==> src/icf_pkg.sv <==
package icf_pkg;

    typedef enum logic [2:0] {
        K_SMOOTH  = 3'd0,
        K_BLUR    = 3'd1,
        K_MEAN    = 3'd2,
        K_EMBOSS  = 3'd3,
        K_SHARPEN = 3'd4
    } t_kernel;

    localparam logic [1:0] CFG_WIDTH  = 2'd0;
    localparam logic [1:0] CFG_HEIGHT = 2'd1;
    localparam logic [1:0] CFG_KERNEL = 2'd2;

    localparam logic KIND_PIXEL = 1'b0;
    localparam logic KIND_DRAIN = 1'b1;

    localparam int SUM_W = 14;
    localparam int DIV_W = 13;

    // reciprocals scaled by 2^16, exact for sums below 2^13
    localparam logic [15:0] RECIP9 = 16'd7282;
    localparam logic [15:0] RECIP3 = 16'd21846;

    typedef logic [7:0] t_chan;
    typedef logic [23:0] t_pix;

    typedef struct packed {
        logic  vld;
        logic  kind;
        logic  emit;
        logic  pass;
        logic  sel_up;
        logic  last;
        logic [2:0] kern;
    } t_s1_ctl;

endpackage

==> src/icf_lane.sv <==
module icf_lane (
    input  logic                 i_clk,
    input  logic                 i_en,
    input  icf_pkg::t_chan       i_px [9],
    input  logic [2:0]           i_kern,
    output icf_pkg::t_chan       o_q
);
    import icf_pkg::*;

    logic signed [SUM_W-1:0] n_sum;
    logic signed [SUM_W-1:0] r_sum;
    logic [2:0]              r_kern;
    logic signed [SUM_W-1:0] p [9];
    logic [DIV_W-1:0]        s;
    logic [DIV_W+15:0]       prod;
    logic [DIV_W-1:0]        q;

    always_comb begin
        for (int k = 0; k < 9; k++) begin
            p[k] = SUM_W'($signed({1'b0, i_px[k]}));
        end
        unique case (t_kernel'(i_kern))
            K_SMOOTH:  n_sum = p[0] + p[1] + p[2] + p[3] + p[4] + p[5] + p[6] + p[7] + p[8];
            K_BLUR:    n_sum = p[0] + p[2] + p[6] + p[8]
                             + ((p[1] + p[3] + p[5] + p[7]) <<< 1) + (p[4] <<< 2);
            K_MEAN:    n_sum = (p[4] <<< 3) + p[4]
                             - (p[0] + p[1] + p[2] + p[3] + p[5] + p[6] + p[7] + p[8]);
            K_EMBOSS:  n_sum = p[1] - p[7];
            K_SHARPEN: n_sum = (p[4] <<< 3) + (p[4] <<< 1) + p[4]
                             - ((p[1] + p[3] + p[5] + p[7]) <<< 1);
            default:   n_sum = '0;
        endcase
    end

    always_ff @(posedge i_clk) begin
        if (i_en) begin
            r_sum  <= n_sum;
            r_kern <= i_kern;
        end
    end

    // divide by the kernel divisor, truncating, then clamp
    always_comb begin
        s    = r_sum[DIV_W-1:0];
        prod = '0;
        unique case (t_kernel'(r_kern))
            K_SMOOTH: begin
                prod = s * RECIP9;
                q    = prod[DIV_W+15:16];
            end
            K_SHARPEN: begin
                prod = s * RECIP3;
                q    = prod[DIV_W+15:16];
            end
            K_BLUR:  q = s >> 4;
            default: q = s;
        endcase
        if (r_sum <= 0) begin
            o_q = '0;
        end else if (q > DIV_W'(255)) begin
            o_q = 8'hFF;
        end else begin
            o_q = q[7:0];
        end
    end
endmodule

==> config.mk <==
export PLATFORM = sky130hd
export DESIGN_NAME = icf_lane
export DESIGN_NICKNAME = d
export VERILOG_FILES = /design/src/icf_pkg.sv /design/src/icf_lane.sv
export SDC_FILE = /design/constraint.sdc
export NUM_CORES = 1
export LEC_CHECK = 0
export BUFFER_PORTS_ARGS = -buffer_cell sky130_fd_sc_hd__buf_2
export CAP_MARGIN = 20
export CELL_PAD_IN_SITES_DETAIL_PLACEMENT = 0
export CELL_PAD_IN_SITES_GLOBAL_PLACEMENT = 1
export CORE_ASPECT_RATIO = 0.7
export CORE_MARGIN = 2
export CORE_UTILIZATION = 45
export DETAILED_ROUTE_END_ITERATION = 12
export GPL_TIMING_DRIVEN = 0
export MAX_ROUTING_LAYER = met4
export PLACE_DENSITY_LB_ADDON = 0.1
export REMOVE_ABC_BUFFERS = 1
export SLEW_MARGIN = 10
export SYNTH_ARGS = -nofsm -noshare
export SYNTH_HDL_FRONTEND = slang
export SYNTH_SLANG_ARGS = --single-unit
==> constraint.sdc <==
create_clock -name i_clk -period 7.9 [get_ports i_clk]
set_input_delay 2.37 -clock i_clk [delete_from_list [all_inputs] [get_ports i_clk]]
set_output_delay 2.37 -clock i_clk [all_outputs]
set_load 0.05 [all_outputs]
==> Word-level counts from Yosys, hierarchy flattened <==
Cells that the tools add are included.
Widths: inputs -> output; s select.
{ "word_totals": {"regBits": 17, "in_bits": 77, "word_cells": 44} }
{ "op_classes": {"n_addsub": 26, "n_mul": 2, "magnitude_cmp": 2, "n_eq_ne": 6, "n_mux": 4, "reduce_logical": 2} }
{ "ops": {"columns": ["operator", "n"], "rows": [
  ["$add 14x9->14", 6],
  ["$pmux 14 s5", 1],
  ["$pmux 13 s3", 1],
  ["$add 10x8->11", 3],
  ["$add 9x8->10", 3],
  ["$add 8x8->9", 3],
  ["$mul 13x14->27 const B", 1],
  ["$add 12x8->13", 2],
  ["$mul 13x12->25 const B", 1],
  ["$add 11x8->12", 2],
  ["$mux 8", 2],
  ["$add 12x14->14", 1],
  ["$add 13x8->14", 1],
  ["$add 14x11->14", 1],
  ["$le 14x1->1 const B", 1],
  ["$sub 13x12->14", 1],
  ["$sub 13x14->14", 1],
  ["$gt 13x8->1 const B", 1],
  ["$add 11x9->12", 1],
  ["$sub 8x8->9", 1],
  ["$eq 3x1->1 const B", 2],
  ["$eq 3x2->1 const B", 2],
  ["$eq 3x3->1 const B", 2],
  ["$logic_not 3->1", 2]
]} }

==> Depth between registers and ports, before layout <==
Gate-level depths: netlist (run 1).
{ "logic_depth": {"ltp_word": 9, "mapped_depth": 27} }

==> Least setup slack after synthesis (run 1) <==
No wires, ideal clock.
{ "synth_timing": {"kind": "reg-to-output", "from": "register r_sum[8]", "to": "output port o_q[0]", "t_arrival_ns": 6.051, "required_time_ns": 5.530, "path_slack_ns": -0.521, "path_stages_with_launch": 22, "cell_sequence": "edfxtp_1 -> fa_1 -> ha_1 -> inv_1 -> fa_1 -> inv_1 -> fa_1 -> inv_1 -> fa_1 -> inv_1 -> ha_1 -> a41oi_1 -> o221ai_1 -> a21o_1 -> a2111o_1 -> and2_4 -> a221oi_2 -> xnor2_1 -> o21ai_0 -> and3_1 -> buf_6 -> a21oi_1"} }
{ "synth_between": {"elab_chain_len": 5, "word_cells_on_any_way": 7} }
{ "synth_lines": {"columns": ["element", "line_no", "text"], "rows": [
  ["from (decl)", "icf_lane.sv:11", "logic signed [SUM_W-1:0] r_sum;"],
  ["from (signal assigned)", "icf_lane.sv:37", "r_sum <= n_sum;"],
  ["$mul 13x14->27 or $mul 13x12->25 (tied branches)", "icf_lane.sv:52, icf_lane.sv:48", null],
  ["$pmux 13 s3", "icf_lane.sv:46", "unique case (t_kernel'(r_kern))"],
  ["$gt 13x8->1", "icf_lane.sv:60", "end else if (q > DIV_W'(255)) begin"],
  ["$mux 8", "icf_lane.sv:60", null],
  ["$mux 8 (*)", "icf_lane.sv:58", "if (r_sum <= 0) begin"],
  ["to (decl)", "icf_lane.sv:6", "output icf_pkg::t_chan o_q"]
]} }
Every way passes the cells marked *; elsewhere a longest branch is shown, timed or not.

==> Worst setup path in the final report (run 1) <==
{ "layout_timing": {"from": "register r_sum[8]", "to": "output port o_q[6]"} }
Same word-level chain as after synthesis.

==> results of run 1 <==
[registers in the layout, summed over array words and instances (netlist names)]
signal,cells
r_sum,14
r_kern,3
[metal layers]
layer  track usage  vias to the layer above  wire, um
met4       0.00813                        0        78
li1              -                     4490         -
met5             -                        -         0
met1         0.391                     4442     17500
met2         0.329                      177     12300
met3        0.0369                        8      1920
[logic make-up (layout without fill, tap and decap cells)]
| kind of cell | Yosys count | in the layout | share of synthesized area |
|---|---|---|---|
| and+or+nand+nor | 112 | 112 | 0.0438 |
| xor gates and xnor gates | 79 | 79 | 0.0562 |
| muxes | 4 | 4 | 0.00325 |
| buffers and inverters | 387 | 539 | 0.119 |
| AOI/OAI and AO/OA | 243 | 243 | 0.134 |
| DFF | 17 | 17 | 0.0415 |
| adders and majority gates | 462 | 462 | 0.603 |
[cell type report]
class	count	area (um2)
sequential	17	510
clock buffer	3	75.1
fill	2477	12200
inverter	378	1430
tap	364	455
multi-input combinational	900	11100
clock inverter	1	5.00
timing repair buffer	157	1090
[metrics by stage]
step	TNS (ns)	worst slack [ns]
2_1_floorplan	-3.65	-0.505
3_3_place_gp	-11.46	-0.942
3_5_place_dp	-11.60	-0.930
4_1_cts	-2.48	-0.323
5_1_grt	-5.07	-0.609
6_report	-3.02	-0.391
[worst max-delay path by stage]
stage	start	to	slack (ns)	cells past startpoint
after floorplan	r_sum[8]	o_q[0]	-0.50	20
after global placement	r_sum[8]	o_q[6]	-0.94	21
after detailed placement	r_sum[8]	o_q[6]	-0.93	21
after CTS	r_sum[9]	o_q[6]	-0.32	22
after global routing	r_sum[6]	o_q[6]	-0.61	23
final	r_sum[8]	o_q[6]	-0.39	22
[what timing repair did]
| action | 4_1_cts | 5_1_grt |
|---|---|---|
| setup endpoints to repair | 14 | 14 |
| buffers inserted | 59 | 13 |
| gates resized for setup | 115 | 68 |
| pin swaps | 62 | 63 |
[cell usage after synthesis (4+ instances only)]
cell / count / area, um2
a211oi_1: 4 / 30.0
nand2b_1: 5 / 31.3
o21a_1: 5 / 37.5
o21bai_1: 26 / 195
nor2_1: 32 / 120
o221ai_1: 9 / 78.8
ha_1: 244 / 3050
a21o_1: 37 / 278
nor3_1: 12 / 60.1
edfxtp_1: 17 / 510
inv_1: 378 / 1420
xor2_1: 25 / 219
or3_1: 4 / 25.0
clkbuf_1: 8 / 30.0
a21oi_1: 69 / 345
o22ai_1: 6 / 37.5
nand3_1: 7 / 35.0
fa_1: 218 / 4360
and2_1: 5 / 31.3
o21ai_0: 36 / 180
a211o_1: 4 / 35.0
nor2b_1: 4 / 25.0
nand2_1: 29 / 109
xnor2_1: 54 / 473
o2111ai_1: 4 / 35.0
a22oi_1: 4 / 30.0
mux2i_1: 4 / 40.0
nand4_1: 4 / 25.0
a31oi_1: 5 / 31.3
==> impl_metrics.ini, run 1 <==
[place]
dpl.hpwl_um = 27100
routabilityCongestion = 0.835
io_buffers = 84
place_area_um2 = 13200
dp.cells = 1744

[hold_path]
hp-class = in -> reg
hold_start = i_kern[2]
min_path_cells = 1
hold_path_end = r_kern[2]

[timing]
report.final.slew_viol_count = 0
setup-violations-final = 8
maxSlewHeadroom = 0.397
period_minus_slack_ns = 8.29
period_share = 1.05
worstMarginPinSlew_ns = 0.901
worst_hold_slack_ns = 2.50
timing.fmax_mhz = 121
hold_viol_final = 0
setup_ws_ns = -0.391
rsz0062_at_grt = yes

[critical_path]
cp_max_fo = 8
crit_type = reg -> out
critPathMaxStageDelay_ns = 0.52
crit_buf_inv = 6
cpLargestDelayFamily = adder cells
end_kind = output port
crit_slowest_cell = fa_1
path_cells = buf_4 > fa_1 > ha_4 > inv_2 > fa_1 > inv_1 > fa_1 > inv_1 > fa_1 > inv_2 > ha_4 > a41oi_2 > o221ai_2 > a21o_1 > a2111o_1 > and2_4 > a221oi_4 > xnor2_1 > o21ai_1 > and3_4 > a31oi_4 > buf_6
cp-start-kind = register
path_common_cell = fa_1
cp.required_ns = 5.53
arrival_ns = 5.92

[job]
maxCapViolations = 0

[final_layout]
fin_nets = 1996
num_antenna_cells = 0
finalInstanceArea_um2 = 14700
area_growth_pct = 19.1
drive_above_1_share = 0.196
final_cell_mix = inv_1 (354), ha_1 (215), fa_1 (213), buf_2 (73), buf_4 (64)
mostFrequentLayoutCell = inv_1
fin_util = 0.546
stdcell_count = 1820

[route]
antenna_left = 0
dr_total_vias = 9117
via_per_inst = 5.01
drtIter0Drc = 548
drt_wl_total_um = 31700
route.detailed.wl_per_inst_um = 17.4
drtPass1Iterations = 5
post-route-drc-count = 0

[synth]
syn-cell-area_um2 = 12300
synth_warnings = 0
synthDistinctLibCells = 58
synth_async_sr_flop_share = 0
synth_edf_count = 17
synth_ff_type = edfxtp_1
synth_area_per_cell_um2 = 9.44
synthCells = 1304
ys_ff_latch = 17
ys_seq_area_frac = 0.0415

[floorplan]
die_w_um = 202
ioPinCount = 85
num_rows = 50
initial_core_util = 0.459
core_area_um2 = 26800
die-area_um2 = 28700
die_h_um = 142

[clock_tree]
cts.sinks = 17
root_buffer = clkbuf_16
cts_max_level = 1
numCtsBuffers = 3
ctsHoldBuffers = 0
cts_tree = yes
cts.clk_slew.worst_paths_ns = 0.05
cts.path.max_buffers = 2

[global_routing]
grt_max_degree = 19
grt_util_all_layers = 0.242
grt_pass1_wl_um = 52000
antenna_found_initial = 0
grt_pass1_vias = 9304
overflow = 0

[status]
outcome = finished, violations left
violations = negative setup slack
Power of run 1 is left out: the tool's default activity adds up to more than one toggle a clock period on the data nets, which glitch-free logic cannot reach.
==> inputs of run 2 (changes only) <==
ABC_AREA = 1   (was default)
CORE_UTILIZATION = 43   (was 45)
GPL_TIMING_DRIVEN = default   (was 0)
SKIP_LAST_GASP = 1   (was default)
==> run 2 against run 1 <==
Compared with the run above: the flow now finishes without violations; final cell count up 36%; setup slack better by 0.58 ns; hold slack worse by 0.11 ns; clock-buffer cell count up 1; flip-flop and latch count unchanged; synthesized cell count up 42%; wire length up 33%; sequential share of layout area down 0.37 points; die area up 18%; first-iteration DRC count up 80%; critical path type is now in -> reg; critical endpoint is now r_sum[13].
==> impl_metrics.ini, run 2 <==
[timing]
hold_viol_final = 0
setup_tns_ns = 0
period_share = 0.976
worstMarginPinSlew_ns = 1.18
timing.fmax_mhz = 130
report.final.slew_viol_count = 0
rsz0062_at_grt = yes
setup_ws_ns = 0.191
maxSlewHeadroom = 0.210
period_minus_slack_ns = 7.71
setup-violations-final = 0

[hold_path]
hp-class = in -> reg
hold_path_end = r_kern[1]
min_path_cells = 1
hold_start = i_kern[1]

[global_routing]
grt_max_degree = 18
grt_util_all_layers = 0.266
grt_pass1_wl_um = 67500
antenna_found_initial = 0
grt_pass1_vias = 12300
overflow = 0

[final_layout]
final_cell_mix = inv_1 (514), nand2_1 (357), ha_1 (219), fa_1 (213), buf_4 (107)
largest_reg_flops = 14
mostFrequentLayoutCell = inv_1
fin_nets = 2587
biggestRegsByFlops = r_sum x14, r_kern x3
num_antenna_cells = 0
n_fill_cell = 3256
drive_above_1_share = 0.161
area_growth_pct = 17.9
top_register = r_sum

[status]
outcome = finished clean

[floorplan]
die-area_um2 = 33800
num_rows = 55
ioPinCount = 85
initial_core_util = 0.434
core_area_um2 = 32100
die_w_um = 219
die_h_um = 154

[synth]
yosys.area.top_type = fa_1
ys_top_cells_by_area = fa_1 (31%), ha_1 (22%), inv_1 (14%), nand2_1 (10%), edfxtp_1 (3.7%)
synth_edf_count = 17
yosysMostFrequentCell = inv_1
ys_seq_area_frac = 0.0367
synthMuxAreaShare = 0
yosys.area_share.simple = 0.196
synthCells = 1852
synth_ff_type = edfxtp_1
synth_top_family_by_area = adder cells
ys_ff_latch = 17
synth_xor_area_frac = 0.0214
yosysTopAreaCellShare = 0.314
synthDistinctLibCells = 44
syn-cell-area_um2 = 13900
synth-compound-area-share = 0.0703
synth_area_per_cell_um2 = 7.51
synth_warnings = 0
synthAdderAreaFrac = 0.534
synthTopCellsByCount = inv_1 (524), nand2_1 (372), ha_1 (244)
synth_async_sr_flop_share = 0

[clock_tree]
root_buffer = clkbuf_16
numCtsBuffers = 3
cts_max_level = 1
cts_tree = yes
cts.clk_slew.worst_paths_ns = 0.06
cts.path.max_buffers = 2
cts.sinks = 17

[route]
post-route-drc-count = 0
drtIter0Drc = 988
via_per_inst = 4.92
dr_total_vias = 12200
route.detailed.wl_per_inst_um = 17.0
drt_wl_total_um = 42100
antenna_left = 0
drtPass1Iterations = 5

[critical_path]
cp_max_fo = 4
cp-start-kind = input port
cp.required_ns = 7.88
arrival_ns = 7.69
end_kind = register
path_common_cell = fa_1
critPathMaxStageDelay_ns = 0.58
crit_type = in -> reg
crit_slowest_cell = fa_1

[place]
io_buffers = 84
place_worst_setup_slack_ns = -0.461
dpl.hpwl_um = 38100
routabilityCongestion = 0.926

[job]
maxCapViolations = 0
## run 2: final cells by class
type                            count  area, um2  area share
Multi-Input combinational cell   1308      12000       0.732
Sequential cell                    17        510      0.0312
Inverter                          525       1970       0.120
Tap cell                          427        534      0.0326
Clock buffer                        4       78.8     0.00481
Timing Repair Buffer              193       1310      0.0796
## run 2: worst max-delay path by stage
stage	endpoint	start	cells after the start
after floorplan	r_sum[9]	i_px[41]	26
after global placement	r_sum[9]	i_px[41]	30
after detailed placement	r_sum[9]	i_px[41]	29
after CTS	o_q[7]	r_sum[12]	25
after global routing	o_q[7]	r_sum[9]	24
final	r_sum[13]	i_px[57]	27
## run 2: per-layer routing
| layer | track usage | wire (um) | vias up |
|---|---|---|---|
| met4 | 0.0113 | 223 | 0 |
| met3 | 0.0350 | 2440 | 18 |
| met5 | - | 0 | - |
| met1 | 0.442 | 23700 | 5796 |
| met2 | 0.351 | 15700 | 275 |
| li1 | - | - | 6079 |
## run 2: worst max-delay path: cells and delay by family
kind	cells	cell delay [ns]
fa+ha+maj	8	3.47
compound gates	2	0.24
simple gates	5	0.63
xor+xnor	1	0.06
buf+inv	11	0.92
## run 2: kinds of logic (layout without fill, tap and decap cells)
logic type	after synthesis	in the layout
fa+ha+maj	462	462
compound gates	176	176
simple gates	636	636
buf+inv	527	722
flops	17	17
xor+xnor	34	34
## run 2: timing repair
action	CTS	global route
pin swaps	0	44
setup endpoints to repair	14	16
buffers inserted	2	23
gates resized for setup	10	144
hold buffers	0	0
## run 2: per-stage QoR
step                      cell area [um2]  hold slack, ns  utilization  std cells
after floorplan                     13900            2.47            -       1850
after global placement              15500            2.63        0.483       2445
after detailed placement            15500            2.64        0.483       2445
after CTS                           15600            2.38        0.487       2451
after global routing                16400            2.38        0.511       2474
final                               16400            2.40        0.511       2474
Power of run 2 is left out for the same reason.
==> inputs of run 3 (changes only) <==
CORE_ASPECT_RATIO = default   (was 0.7)
RECOVER_POWER = 25   (was default)
SLEW_MARGIN = 15   (was 10)
==> run 3 against run 2 <==
Compared with the run above: setup slack improved by 0.042 ns; flip-flop and latch count did not move; global-route usage fell by 1.8 points.
==> impl_metrics.ini, run 3 (synthesis gave the netlist of run 2 again) <==
[hold_path]
hold_path_end = r_kern[1]
hp-class = in -> reg
min_path_cells = 1
hold_start = i_kern[1]

[route]
dr_total_vias = 11900
via_per_inst = 4.88
antenna_left = 0
route.detailed.wl_per_inst_um = 16.1
drtPass1Iterations = 5
drtIter0Drc = 403
post-route-drc-count = 0
drt_wl_total_um = 39100

[critical_path]
crit_type = reg -> out
end_kind = output port
cp-start-kind = register
arrival_ns = 5.30
cp_max_fo = 8
cp.required_ns = 5.53

[global_routing]
grt_pass1_vias = 12400
overflow = 0
grt_util_all_layers = 0.248
grt_max_degree = 18
antenna_found_initial = 0
grt_pass1_wl_um = 62900

[timing]
setup-violations-final = 0
report.final.slew_viol_count = 0
timing.fmax_mhz = 130
rsz0062_at_grt = yes
maxSlewHeadroom = 0.264
period_minus_slack_ns = 7.67
period_share = 0.971
setup_ws_ns = 0.233
setup_tns_ns = 0
worstMarginPinSlew_ns = 1.10
hold_viol_final = 0

[status]
outcome = finished clean

[clock_tree]
cts.path.max_buffers = 2
root_buffer = clkbuf_16
cts.sinks = 17
ctsHoldBuffers = 0
cts_tree = yes
cts_max_level = 1
cts.clk_slew.worst_paths_ns = 0.05
numCtsBuffers = 3

[final_layout]
final_cell_mix = inv_1 (521), nand2_1 (363), ha_1 (230), fa_1 (215), nor2_1 (94)
fin_util = 0.504
biggestRegsByFlops = r_sum x14, r_kern x3
num_antenna_cells = 0
mostFrequentLayoutCell = inv_1
fin_nets = 2569
largest_reg_flops = 14
drive_above_1_share = 0.127
top_register = r_sum
finalInstanceArea_um2 = 16000
area_growth_pct = 14.9

[place]
place_worst_setup_slack_ns = -0.299
place_area_um2 = 15300
io_buffers = 84
routabilityCongestion = 0.893
dpl.hpwl_um = 36100

[floorplan]
initial_core_util = 0.438
die_w_um = 184
die_h_um = 184
die-area_um2 = 33800
num_rows = 65
ioPinCount = 85
core_area_um2 = 31700

[job]
maxCapViolations = 0
[run 3: cell types whose count changed in the layout (fill, tap and decap cells not counted), sizes merged]
cell	delta
buf	-19
clkinvlp	+1
inv	-1
clkinv	+1
[run 3: worst max path at each step]
stage | endpoint | cells after the start | slack, ns | startpoint
6_report | o_q[1] | 26 | 0.23 | r_sum[9]
2_1_floorplan | r_sum[9] | 26 | 0.27 | i_px[41]
3_5_place_dp | r_sum[9] | 29 | -0.30 | i_px[41]
5_1_grt | r_sum[12] | 29 | -0.01 | i_px[57]
4_1_cts | o_q[3] | 23 | -0.008 | r_sum[9]
3_3_place_gp | r_sum[9] | 29 | -0.24 | i_px[41]
[run 3: metrics by stage]
step | hold WS (ns) | cells
finish | 2.36 | 2431
global route | 2.37 | 2431
CTS | 2.36 | 2414
detailed placement | 2.63 | 2407
global placement | 2.62 | 2407
floorplan | 2.47 | 1850
[run 3: layer usage]
metal	up-vias	share of wire	GRT usage	wire, um
li1	6040	-	-	-
met1	5620	0.43	0.290	16800
met2	158	0.53	0.476	20700
met3	46	0.017	0.00277	682
met4	0	0.023	0.0550	890
met5	-	0	-	0
[run 3: final cells by class]
type / instances / area, um2
Inverter: 525 / 1970
Timing Repair Buffer: 175 / 1150
Clock buffer: 3 / 75.1
Clock inverter: 1 / 5.00
Tap cell: 402 / 503
Fill cell: 3230 / 15700
Sequential cell: 17 / 510
Multi-Input combinational cell: 1308 / 11800
[run 3: critical path, stage by stage (launching register included)]
cell      delay (ns)
edfxtp_1        0.38
buf_6           0.15
buf_6           0.11
fa_1            0.52
ha_4            0.30
inv_1           0.06
fa_1            0.52
inv_1           0.05
fa_1            0.52
inv_1           0.05
fa_1            0.54
inv_1           0.07
ha_4            0.27
nand2_1         0.07
nor2_2          0.13
inv_1           0.07
nor2_2          0.12
nand3_1         0.12
nand3_1         0.11
nand2_1         0.06
nand3_2         0.11
nand3_4         0.11
nor2_8          0.18
nand3_1         0.09
nand2_1         0.07
inv_1           0.05
buf_4           0.18
[run 3: what timing repair did]
action | CTS | global route
hold endpoints to repair | 0 | 0
gates cloned | 0 | 0
gates resized for setup | 3 | 91
pin swaps | 0 | 22
buffers inserted | 3 | 16
endpoints found under the setup margin | 11 | 15
Power of run 3 is left out for the same reason.
